===== config.mk =====
export PLATFORM = sky130hd
export DESIGN_NAME = sukins_ctrl
export DESIGN_NICKNAME = d
export VERILOG_FILES = /design/src/rtl/sorted_unique_key_insert_assert.svh /design/src/rtl/sukins_pkg.sv /design/src/rtl/sukins_ctrl.sv
export SDC_FILE = /design/constraint.sdc
export NUM_CORES = 1
export LEC_CHECK = 0
export BUFFER_PORTS_ARGS = -buffer_cell sky130_fd_sc_hd__buf_2
export CORE_AREA = 8 8 45 47
export CTS_CLUSTER_SIZE = 24
export DETAILED_ROUTE_END_ITERATION = 6
export DIE_AREA = 0 0 53 55
export PLACE_DENSITY = 0.56
export SETUP_SLACK_MARGIN = 0.4
export SLEW_MARGIN = 10
export SYNTH_ARGS = -nofsm -noshare
export SYNTH_HDL_FRONTEND = slang
export SYNTH_SLANG_ARGS = --single-unit

===== constraint.sdc =====
create_clock -name i_clk -period 1.05 [get_ports i_clk]
set_input_delay 0.105 -clock i_clk [delete_from_list [all_inputs] [get_ports i_clk]]
set_output_delay 0.105 -clock i_clk [all_outputs]
set_load 0.02 [all_outputs]

===== src/rtl/sorted_unique_key_insert_assert.svh =====
// Assertion macros used by the top-level RTL file.
`ifndef SORTED_UNIQUE_KEY_INSERT_ASSERT_SVH
`define SORTED_UNIQUE_KEY_INSERT_ASSERT_SVH

// Same-cycle implication.
`define SUKI_ASSERT_NOW(label, clk, rst_n, ante, cons, msg) \
    label: assert property (@(posedge clk) disable iff (!rst_n) (ante) |-> (cons)) \
        else $error(msg);

// Next-cycle implication.
`define SUKI_ASSERT_NEXT(label, clk, rst_n, ante, cons, msg) \
    label: assert property (@(posedge clk) disable iff (!rst_n) (ante) |=> (cons)) \
        else $error(msg);

`endif


===== src/rtl/sukins_pkg.sv =====
package sukins_pkg;

    localparam int KEY_W = 64;
    localparam int POS_W = 11;

    localparam logic CMD_INSERT = 1'b0;
    localparam logic CMD_FIND   = 1'b1;

    typedef struct packed {
        logic             command;
        logic [KEY_W-1:0] key;
    } t_in_beat;

    typedef struct packed {
        logic             found;
        logic [POS_W-1:0] position;
        logic             table_full;
        logic [POS_W-1:0] stored_count;
    } t_out_beat;

    typedef enum logic [2:0] {
        ST_IDLE,
        ST_SRCH,
        ST_SRCH_CMP,
        ST_SHIFT,
        ST_DONE
    } t_state;

    // controller -> datapath
    typedef struct packed {
        logic load;
        logic srch_rd;
        logic srch_cmp;
        logic set_full;
        logic shift_start;
        logic shift_step;
        logic write_key;
        logic out_load;
    } t_dp_cmd;

    // datapath -> controller
    typedef struct packed {
        logic srch_done;
        logic is_insert;
        logic hit;
        logic full;
        logic shift_done;
        logic out_free;
    } t_dp_sts;

endpackage


===== src/rtl/sukins_ctrl.sv =====
module sukins_ctrl (
    input  logic                i_clk,
    input  logic                i_rst_n,
    input  logic                i_in_valid,
    output logic                o_in_ready,
    input  sukins_pkg::t_dp_sts i_sts,
    output sukins_pkg::t_dp_cmd o_cmd
);

    sukins_pkg::t_state r_state;
    sukins_pkg::t_state n_state;

    always_ff @(posedge i_clk) begin
        if (!i_rst_n) begin
            r_state <= sukins_pkg::ST_IDLE;
        end else begin
            r_state <= n_state;
        end
    end

    always_comb begin
        n_state    = r_state;
        o_cmd      = '0;
        o_in_ready = 1'b0;
        unique case (r_state)
            sukins_pkg::ST_IDLE: begin
                o_in_ready = 1'b1;
                if (i_in_valid) begin
                    o_cmd.load = 1'b1;
                    n_state    = sukins_pkg::ST_SRCH;
                end
            end
            sukins_pkg::ST_SRCH: begin
                if (!i_sts.srch_done) begin
                    o_cmd.srch_rd = 1'b1;
                    n_state       = sukins_pkg::ST_SRCH_CMP;
                end else if (i_sts.is_insert && !i_sts.hit) begin
                    if (i_sts.full) begin
                        o_cmd.set_full = 1'b1;
                        n_state        = sukins_pkg::ST_DONE;
                    end else begin
                        o_cmd.shift_start = 1'b1;
                        n_state           = sukins_pkg::ST_SHIFT;
                    end
                end else begin
                    n_state = sukins_pkg::ST_DONE;
                end
            end
            sukins_pkg::ST_SRCH_CMP: begin
                o_cmd.srch_cmp = 1'b1;
                n_state        = sukins_pkg::ST_SRCH;
            end
            sukins_pkg::ST_SHIFT: begin
                if (i_sts.shift_done) begin
                    o_cmd.write_key = 1'b1;
                    n_state         = sukins_pkg::ST_DONE;
                end else begin
                    o_cmd.shift_step = 1'b1;
                end
            end
            sukins_pkg::ST_DONE: begin
                if (i_sts.out_free) begin
                    o_cmd.out_load = 1'b1;
                    n_state        = sukins_pkg::ST_IDLE;
                end
            end
            default: begin
                n_state = sukins_pkg::ST_IDLE;
            end
        endcase
    end

endmodule


* Word level (Yosys, flattened, before mapping)
Cells that the tools add are included.
** Word-level totals
- Bits in registers :: 3
- Input bits :: 9
- Output and inout port bits :: 9
- Logic and storage cells :: 35
** Cells by class
- Equal/unequal tests :: 7
- Multiplexer cells :: 23
- Reduce and logical (&&, ||, !) cells :: 4
** Operator list (number)
- $mux W3 :: 6
- $pmux W3 S5 :: 1
- $mux W1 :: 12
- $mux W2 :: 4
- $eq A3 B2 Y1 const B :: 2
- $ne A2 B2 Y1 const B :: 3
- $eq A3 B1 Y1 const B :: 1
- $eq A3 B3 Y1 const B :: 1
- $logic_not A3 Y1 :: 1
- $reduce_and A3 Y1 :: 1
- $logic_and A1 B1 Y1 :: 1
- $logic_not A1 Y1 :: 1

* Logic depth before layout (Yosys ltp)
Gate-level depths: netlist (run 1).
- Depth after elaboration :: 5
- Depth in mapped cells :: 4

* Worst setup path before layout (run 1)
Ideal clock, no wire load.
- Path type :: register to output
- Start :: reg r_state[1]
- End :: out o_cmd[7] (netlist name)
- Arrival :: 1.294 ns
- Data required time :: 0.945 ns
- Path slack :: -0.349 ns
- Stages on the path, launching flop included :: 4
- Path buffers :: 1
- Path through :: dfxtp_1 -> clkbuf_1 -> nor3_1 -> and2_1
** RTL lines
- start, declared :: RTL line sukins_ctrl.sv:10 : sukins_pkg::t_state r_state;
- start signal, assigned :: RTL line sukins_ctrl.sv:15 : r_state <= sukins_pkg::ST_IDLE;
- start signal, assigned :: RTL line sukins_ctrl.sv:17 : r_state <= n_state;
- end, declared :: RTL line sukins_ctrl.sv:7 : output sukins_pkg::t_dp_cmd o_cmd

==> results_dict.tcl, run 1 <==
set metrics [dict create \
    cap_violations 0 \
    comb_power_share 0.413 \
    wl_per_cell_um 14.1 \
    routed_wl_um 1220 \
    min_period_over_period 1.17 \
    largest_reg_flops 3 \
    placed_cell_area_um2 494 \
    syn-num-nets 44 \
    grt_overflow 0 \
    powerDensity_nw_per_um2 839 \
    synth_top_area_frac 0.231 \
    netlist_top_cells_area "dfxtp_1 (23%), nand2b_1 (9.6%), nand3b_1 (8.7%), nor3_1 (7.7%), nor3b_1 (5.8%)" \
    reg.largest.list "r_state (3)" \
    grt_usage 0.0868 \
    nets 80 \
    hold_buffers 0 \
    core.rowCount 14 \
    min_period_ns 1.23 \
    cts_num_sinks 3 \
    grt_pass1_vias 431 \
    cts_tree "done" \
    vias 397 \
    worstSkewPairLatency_ns 0.24 \
    routabilityCongestion 0.785 \
    die-area_um2 2920 \
    synth_top_area_cell "dfxtp_1" \
    drc_errors 0 \
    status "finished with violations" \
    seq_area_um2 68.8 \
    drt-pass1-iter-count 3 \
    cp-start-kind "register" \
    syn_area_um2 260 \
    grt_max_degree 7 \
    wl_met2_um 656 \
    synth-seq-cells 3 \
    via_per_inst 4.62 \
    pre_cts_slack_ns -0.175 \
    p_switching_w 0.000193 \
    switching_share 0.325 \
    worstReg2RegStart "r_state[2]" \
    p_clk_frac 0.367 \
    end_kind "primary output" \
    seq_area_frac_synth 0.231 \
    area_growth_pct 172 \
    maxUsedRoutingLayer "met4" \
    avgSynthCellArea_um2 7.44 \
    hp-class "in -> reg" \
    initial_core_util 0.188 \
    syn_inst 35 \
    numCtsBuffers 3 \
    setup_viol 10 \
    holdPathEnd "r_state[1]" \
    relSlewSlack 0.779 \
    crit_fanout 4 \
    peakVddDrop_mv 0.414 \
    timing.fmax_mhz 811 \
    fin_ws_ns -0.183 \
    multi_input_area_um2 312 \
    worstPathArrival_ns 1.13 \
    skew_ns 0.00134 \
    dr_wl_met3_um 114 \
    p_int_w 0.000400 \
    ff2ff_path_depth 4 \
    die_h_um 55 \
    hp-start "i_rst_n" \
    drtAntennaViolNets 0 \
    fill_cells 138 \
    grt_pass1_wl_um 1860 \
    final_cell_area_um2 707 \
    largest-register "r_state" \
    ys_types 21 \
    finalMaxSlewViolations 0 \
    critPathKind "reg -> out" \
    antenna_cells 0 \
    clkTransAtPathRegs_ns 0.04 \
    clk_path_buf_depth 2 \
    io_pins 18 \
    worst_pin_slew_ns 0.331 \
    htreeDepth 1 \
    place_hpwl_um 768 \
    drive_above_1_share 0.843 \
    drtIter0Drc 3 \
    hold_viol 0 \
    antenna_found_initial 0 \
    timing.rr.end "r_state[2]" \
    p_leak_nw 0.299 \
    core_area_um2 1380 \
    yosysWarnings 0 \
    regToRegSetupSlack_ns -0.15 \
    violations "negative setup slack" \
    rsz0062_at_grt "true" \
    port_buffers 17 \
    holdWs_ns 0.133 \
    total_power_w 0.000593 \
    whs_path_depth 3 \
    cp.required_ns 0.94 \
    wl_met1_um 416 \
    die_x_um 53 \
    pwr-share-seq 0.221 \
    cts_root_buf "clkbuf_4" \
]
-- final cells by class --
type | instances | area share
Multi-Input combinational cell | 30 | 0.441
Sequential cell | 3 | 0.0973
Clock buffer | 4 | 0.0372
Tap cell | 16 | 0.0283
Timing Repair Buffer | 33 | 0.396
-- cell families after synthesis --
| family | count (synthesis) | share of synthesized area |
|---|---|---|
| buffers and inverters | 2 | 0.0577 |
| AND/OR/NAND/NOR | 25 | 0.577 |
| flip-flops | 3 | 0.231 |
| AO/OA/AOI/OAI | 5 | 0.135 |
-- Yosys cell counts --
cell type and count:
a211oi_1 1, a21oi_1 1, a31oi_1 1, and2_1 1
and3_1 1, buf_6 1, clkbuf_1 1, dfxtp_1 3
nand2_1 2, nand2b_1 4, nand3_1 1, nand3b_1 3
nor2_1 3, nor2b_1 1, nor3_1 4, nor3b_1 2
o211ai_1 1, o2bb2ai_1 1, or3b_1 1, or3b_2 1
or4_1 1
-- stage by stage --
step,std cells,util,setup TNS (ns)
floorplan,35,-,-0.153
global placement,77,0.357,-0.418
detailed placement,77,0.357,-0.555
CTS,84,0.463,-1.59
global route,86,0.511,-2.07
finish,86,0.511,-1.53
-- power by group through the flow --
stage          clock network (W)  registers, W  logic [W]
3_5_place_dp                   0      0.000134   0.000158
6_report                0.000217      0.000131   0.000245
3_3_place_gp                   0      0.000134   0.000156
2_1_floorplan                  0      0.000134  0.0000912
4_1_cts                 0.000213      0.000130   0.000213
5_1_grt                 0.000242      0.000132   0.000263
-- routing by layer --
metal,vias up,track usage
met5,-,0
met4,0,0.0388
met3,4,0.0561
met2,11,0.145
met1,182,0.0835
li1,200,-
-- worst max-delay path, cell delays in order, from the launching register on --
cell and delay, ns:
dfxtp_2 0.33, buf_6 0.12, nor3_4 0.17, and2_4 0.16, buf_6 0.11
-- worst max path at each step --
stage                    start    endpoint  slack, ns  cells past startpoint
finish              r_state[2]    o_cmd[7]      -0.18                      4
global route        r_state[2]    o_cmd[6]      -0.24                      4
CTS                 r_state[2]    o_cmd[6]      -0.20                      4
detailed placement  r_state[1]  r_state[2]      -0.18                      3
global placement    r_state[1]  r_state[2]      -0.13                      3
floorplan           r_state[2]  r_state[2]      -0.08                      4
-- cell usage in the layout, fill, tap and decap left out, types with 2 or more instances in the layout --
cell type and instances:
buf_2 8, buf_4 11, buf_6 14, clkbuf_4 3, dfxtp_4 2, nand2b_4 3, nand3b_1 3, nor2_4 3
nor3_4 3
-- what timing repair did --
action	CTS	global route
pin swaps	4	4
setup buffers	3	2
hold endpoints to repair	0	0
gates resized for setup	31	12
setup endpoints to repair	12	12
No activity file was read; power rests on OpenSTA's default activity.
==> run 2, diff against run 1 <==
==> constraint.sdc (replaced) <==
create_clock -name i_clk -period 1.05 [get_ports i_clk]
set_input_delay 0.1575 -clock i_clk [delete_from_list [all_inputs] [get_ports i_clk]]
set_output_delay 0.1575 -clock i_clk [all_outputs]
set_load 0.02 [all_outputs]
==> results_dict.tcl, run 2 (same netlist as run 1, synthesis figures left out) <==
set metrics [dict create \
    vias 370 \
    powerDensity_nw_per_um2 803 \
    htreeDepth 1 \
    largest-register "r_state" \
    cts_num_sinks 3 \
    drtIter0Drc 3 \
    cp.required_ns 0.89 \
    core_area_um2 1380 \
    crit_fanout 7 \
    antenna_found_initial 0 \
    cp_slowest_cell "dfxtp_4" \
    relSlewSlack 0.799 \
    fin_cells 82 \
    worstPathArrival_ns 1.15 \
    timing.fmax_mhz 766 \
    ff2ff_path_depth 3 \
    placed_cells 76 \
    setup_viol 10 \
    nets 76 \
    cp_common_cell "buf_6" \
    placed_cell_area_um2 514 \
    wl_per_cell_um 12.6 \
    cp-start-kind "register" \
    violations "negative setup slack" \
    fill_cells 126 \
    min_period_ns 1.31 \
    drive_above_1_share 0.818 \
    drc_errors 0 \
    initial_core_util 0.188 \
    die_h_um 55 \
    mostFrequentLayoutCells "buf_6 (16), buf_2 (8), buf_4 (5), nor3_4 (4)" \
    core.rowCount 14 \
    peakVddDrop_mv 0.279 \
    grt_max_degree 9 \
    hold_viol 0 \
    worst_pin_slew_ns 0.301 \
    cts_tree "done" \
    io_pins 18 \
    clkTransAtPathRegs_ns 0.04 \
    grt_usage 0.0744 \
    port_buffers 17 \
    drtAntennaViolNets 0 \
    hp-class "in -> reg" \
    clk_path_buf_depth 2 \
    final_cell_area_um2 693 \
    finalMaxSlewViolations 0 \
    cts_root_buf "clkbuf_4" \
    status "finished with violations" \
    routed_wl_um 1030 \
    layout_commonest_cell "buf_6" \
    cap_violations 0 \
    drt-pass1-iter-count 4 \
    antenna_cells 0 \
    critPathKind "reg -> out" \
    rsz0062_at_grt "true" \
    skew_ns 0.000965 \
    hold_buffers 0 \
    worstPathCellList "buf_6, nor3_4, and2_4, buf_6" \
    reg.largest.list "r_state (3)" \
    grt_overflow 0 \
    largest_reg_flops 3 \
    die-area_um2 2920 \
    grt_pass1_wl_um 1620 \
    area_growth_pct 166 \
    min_period_over_period 1.24 \
    worstSkewPairLatency_ns 0.23 \
    p_leak_nw 0.296 \
    slowest_delay_ns 0.36 \
    end_kind "primary output" \
    whs_path_depth 3 \
    fin_ws_ns -0.255 \
    routabilityCongestion 0.702 \
    via_per_inst 4.51 \
    place_hpwl_um 810 \
    die_x_um 53 \
    grt_pass1_vias 394 \
    numCtsBuffers 3 \
]
run 2: per-layer routing:
layer,vias up,part of all wire,track usage
li1,191,-,-
met4,0,0,0.0517
met1,172,0.31,0.0654
met3,0,0.078,0.0214
met2,7,0.61,0.143
met5,-,0,0
run 2: path summary, 6_finish.rpt:
kind	startpoint	end	slack (ns)
setup reg to reg	r_state[2]	r_state[2]	-0.13
hold reg to reg	r_state[1]	r_state[0]	0.58
hold / removal	i_rst_n	r_state[1]	0.17
setup / recovery	r_state[1]	o_cmd[7]	-0.26
run 2: where the power goes:
| group | leakage, nW | internal [W] | switching (W) |
|---|---|---|---|
| Sequential | 0.0267 | 0.000117 | 0.0000117 |
| Combinational | 0.255 | 0.000122 | 0.000102 |
| Clock | 0.0150 | 0.000142 | 0.0000606 |
| Total | 0.296 | 0.000382 | 0.000175 |
run 2: timing repair:
action                     4_1_cts  5_1_grt
gates resized for setup         30       10
pin swaps                        6        5
buffers inserted                 1        1
setup endpoints to repair       12       12
run 2: metrics by stage:
step	setup TNS, ns	hold WS (ns)	power [W]	worst slack (ns)	util
2_1_floorplan	-0.129	0.280	0.000236	-0.0851	-
3_5_place_dp	-0.391	0.427	0.000301	-0.112	0.372
4_1_cts	-1.87	0.180	0.000548	-0.245	0.467
5_1_grt	-2.44	0.179	0.000595	-0.310	0.501
3_3_place_gp	-0.289	0.427	0.000298	-0.101	0.372
6_report	-2.01	0.175	0.000556	-0.255	0.501
run 2: worst max-delay path: cells and delay by family (launching register included):
kind / cells / cell delay, ns
flops: 1 / 0.36
simple gates: 2 / 0.32
buf+inv: 2 / 0.23
run 2: area by class of cell:
type	instances	area, um^2	area share
Clock buffer	4	26.3	0.0379
Sequential cell	3	71.3	0.103
Timing Repair Buffer	29	258	0.372
Tap cell	16	20.0	0.0289
Multi-Input combinational cell	30	318	0.458
==> run 3, diff against run 2 <==
--- a/config.mk
+++ b/config.mk
@@ -10,6 +10,7 @@
 export CTS_CLUSTER_SIZE = 24
 export DETAILED_ROUTE_END_ITERATION = 6
 export DIE_AREA = 0 0 53 55
+export MAX_ROUTING_LAYER = met4
 export PLACE_DENSITY = 0.56
 export SETUP_SLACK_MARGIN = 0.4
 export SLEW_MARGIN = 10
==> results_dict.tcl, run 3 (same netlist as run 1, synthesis figures left out) <==
set metrics [dict create \
    largest-register "r_state" \
    cts_tree "done" \
    grt_max_degree 9 \
    area_growth_pct 166 \
    p_leak_nw 0.296 \
    hold_viol 0 \
    regToRegSetupSlack_ns -0.13 \
    path_delay_family "flip-flops" \
    antenna_cells 0 \
    crit_path_start "r_state[1]" \
    p_clk_frac 0.365 \
    hp-class "in -> reg" \
    drt-pass1-iter-count 4 \
    worstPathCellList "buf_6, nor3_4, and2_4, buf_6" \
    crit_fanout 7 \
    setup_viol 10 \
    min_period_ns 1.31 \
    layout_commonest_cell "buf_6" \
    antenna_found_initial 0 \
    status "finished with violations" \
    comb_power_share 0.403 \
    crit_buf_inv 2 \
    timing.fmax_mhz 766 \
    slowest_delay_ns 0.36 \
    min_period_over_period 1.24 \
    drtIter0Drc 3 \
    end_kind "primary output" \
    critPathKind "reg -> out" \
    grt_pass1_vias 395 \
    peakVddDrop_mv 0.279 \
    cap_violations 0 \
    grt_pass1_wl_um 1610 \
    cp-start-kind "register" \
    nets 76 \
    powerDensity_nw_per_um2 803 \
    die_h_um 55 \
    io_pins 18 \
    fin_ws_ns -0.255 \
    violations "negative setup slack" \
    via_per_inst 4.51 \
    skew_ns 0.000965 \
    place_hpwl_um 810 \
    cp_common_cell "buf_6" \
    rsz0062_at_grt "true" \
    pre_cts_slack_ns -0.112 \
    largest_reg_flops 3 \
    hp-start "i_rst_n" \
    drive_above_1_share 0.818 \
    cts_root_buf "clkbuf_4" \
    p_switching_w 0.000175 \
    hold_buffers 0 \
    total_power_w 0.000556 \
    fill_cells 126 \
    p_int_w 0.000382 \
    switching_share 0.314 \
    drtAntennaViolNets 0 \
    vias 370 \
    clkTransAtPathRegs_ns 0.04 \
    finalMaxSlewViolations 0 \
    grt_usage 0.0761 \
    relSlewSlack 0.799 \
    htreeDepth 1 \
    mostFrequentLayoutCells "buf_6 (16), buf_2 (8), buf_4 (5), nor3_4 (4)" \
    clk_path_buf_depth 2 \
    core.rowCount 14 \
    grt_overflow 0 \
    reg.largest.list "r_state (3)" \
    cp.required_ns 0.89 \
    die_x_um 53 \
    cts_num_sinks 3 \
    worstReg2RegStart "r_state[2]" \
    routabilityCongestion 0.709 \
    cp_slowest_cell "dfxtp_4" \
    worstSkewPairLatency_ns 0.23 \
    wl_per_cell_um 12.6 \
    pwr-share-seq 0.232 \
    numCtsBuffers 3 \
    port_buffers 17 \
    drc_errors 0 \
    worstPathArrival_ns 1.15 \
    routed_wl_um 1030 \
    die-area_um2 2920 \
    core_area_um2 1380 \
    worst_pin_slew_ns 0.301 \
    initial_core_util 0.188 \
]
==> run 3: cell counts in the layout (fill, tap and decap cells not counted) <==
No cell type changed its count.
==> run 3: worst paths after layout <==
check	to	cells after the start
max	o_cmd[7]	4
min	r_state[1]	3
max reg2reg	r_state[2]	3
min reg2reg	r_state[0]	2
==> run 3: per-layer routing <==
layer | global-route usage | vias to the layer above | wire, um
li1 | - | 191 | -
met1 | 0.0654 | 172 | 339
met2 | 0.145 | 7 | 626
met3 | 0.0160 | 0 | 65
met4 | 0.0517 | 0 | 0
met5 | - | - | 0
==> run 3: power groups by stage <==
stage               logic, W  clock network (W)  registers (W)
global route        0.000241           0.000224       0.000130
floorplan           0.000102                  0       0.000134
global placement    0.000166                  0       0.000132
finish              0.000224           0.000203       0.000129
CTS                 0.000212           0.000206       0.000130
detailed placement  0.000169                  0       0.000132
==> run 3: cell type report <==
type	instances	area, um^2	share of cell area
clock buffers	4	26.3	0.0379
multi-input cells	30	318	0.458
flip-flops and latches	3	71.3	0.103
well taps	16	20.0	0.0289
repair buffers	29	258	0.372
==> run 3: metrics by stage <==
stage	instances	setup TNS [ns]	hold slack [ns]	util	instance area, um^2
finish	82	-2.01	0.175	0.501	693
global placement	76	-0.289	0.427	0.372	514
detailed placement	76	-0.391	0.427	0.372	514
floorplan	35	-0.129	0.280	-	359
CTS	81	-1.87	0.180	0.467	647
global route	82	-2.44	0.179	0.501	693
==> run 3: what timing repair did <==
action	4_1_cts	5_1_grt
endpoints found under the setup margin	12	12
setup buffers	1	1
pin swaps	6	5
resized for setup	30	10
endpoints found under the hold margin	0	0
cloned	0	0
==> run 3: worst reg2reg max path, stage by stage, from the launching register on <==
cell,delay (ns)
dfxtp_4,0.35
nand2b_4,0.21
or3b_1,0.39
a31oi_1,0.14
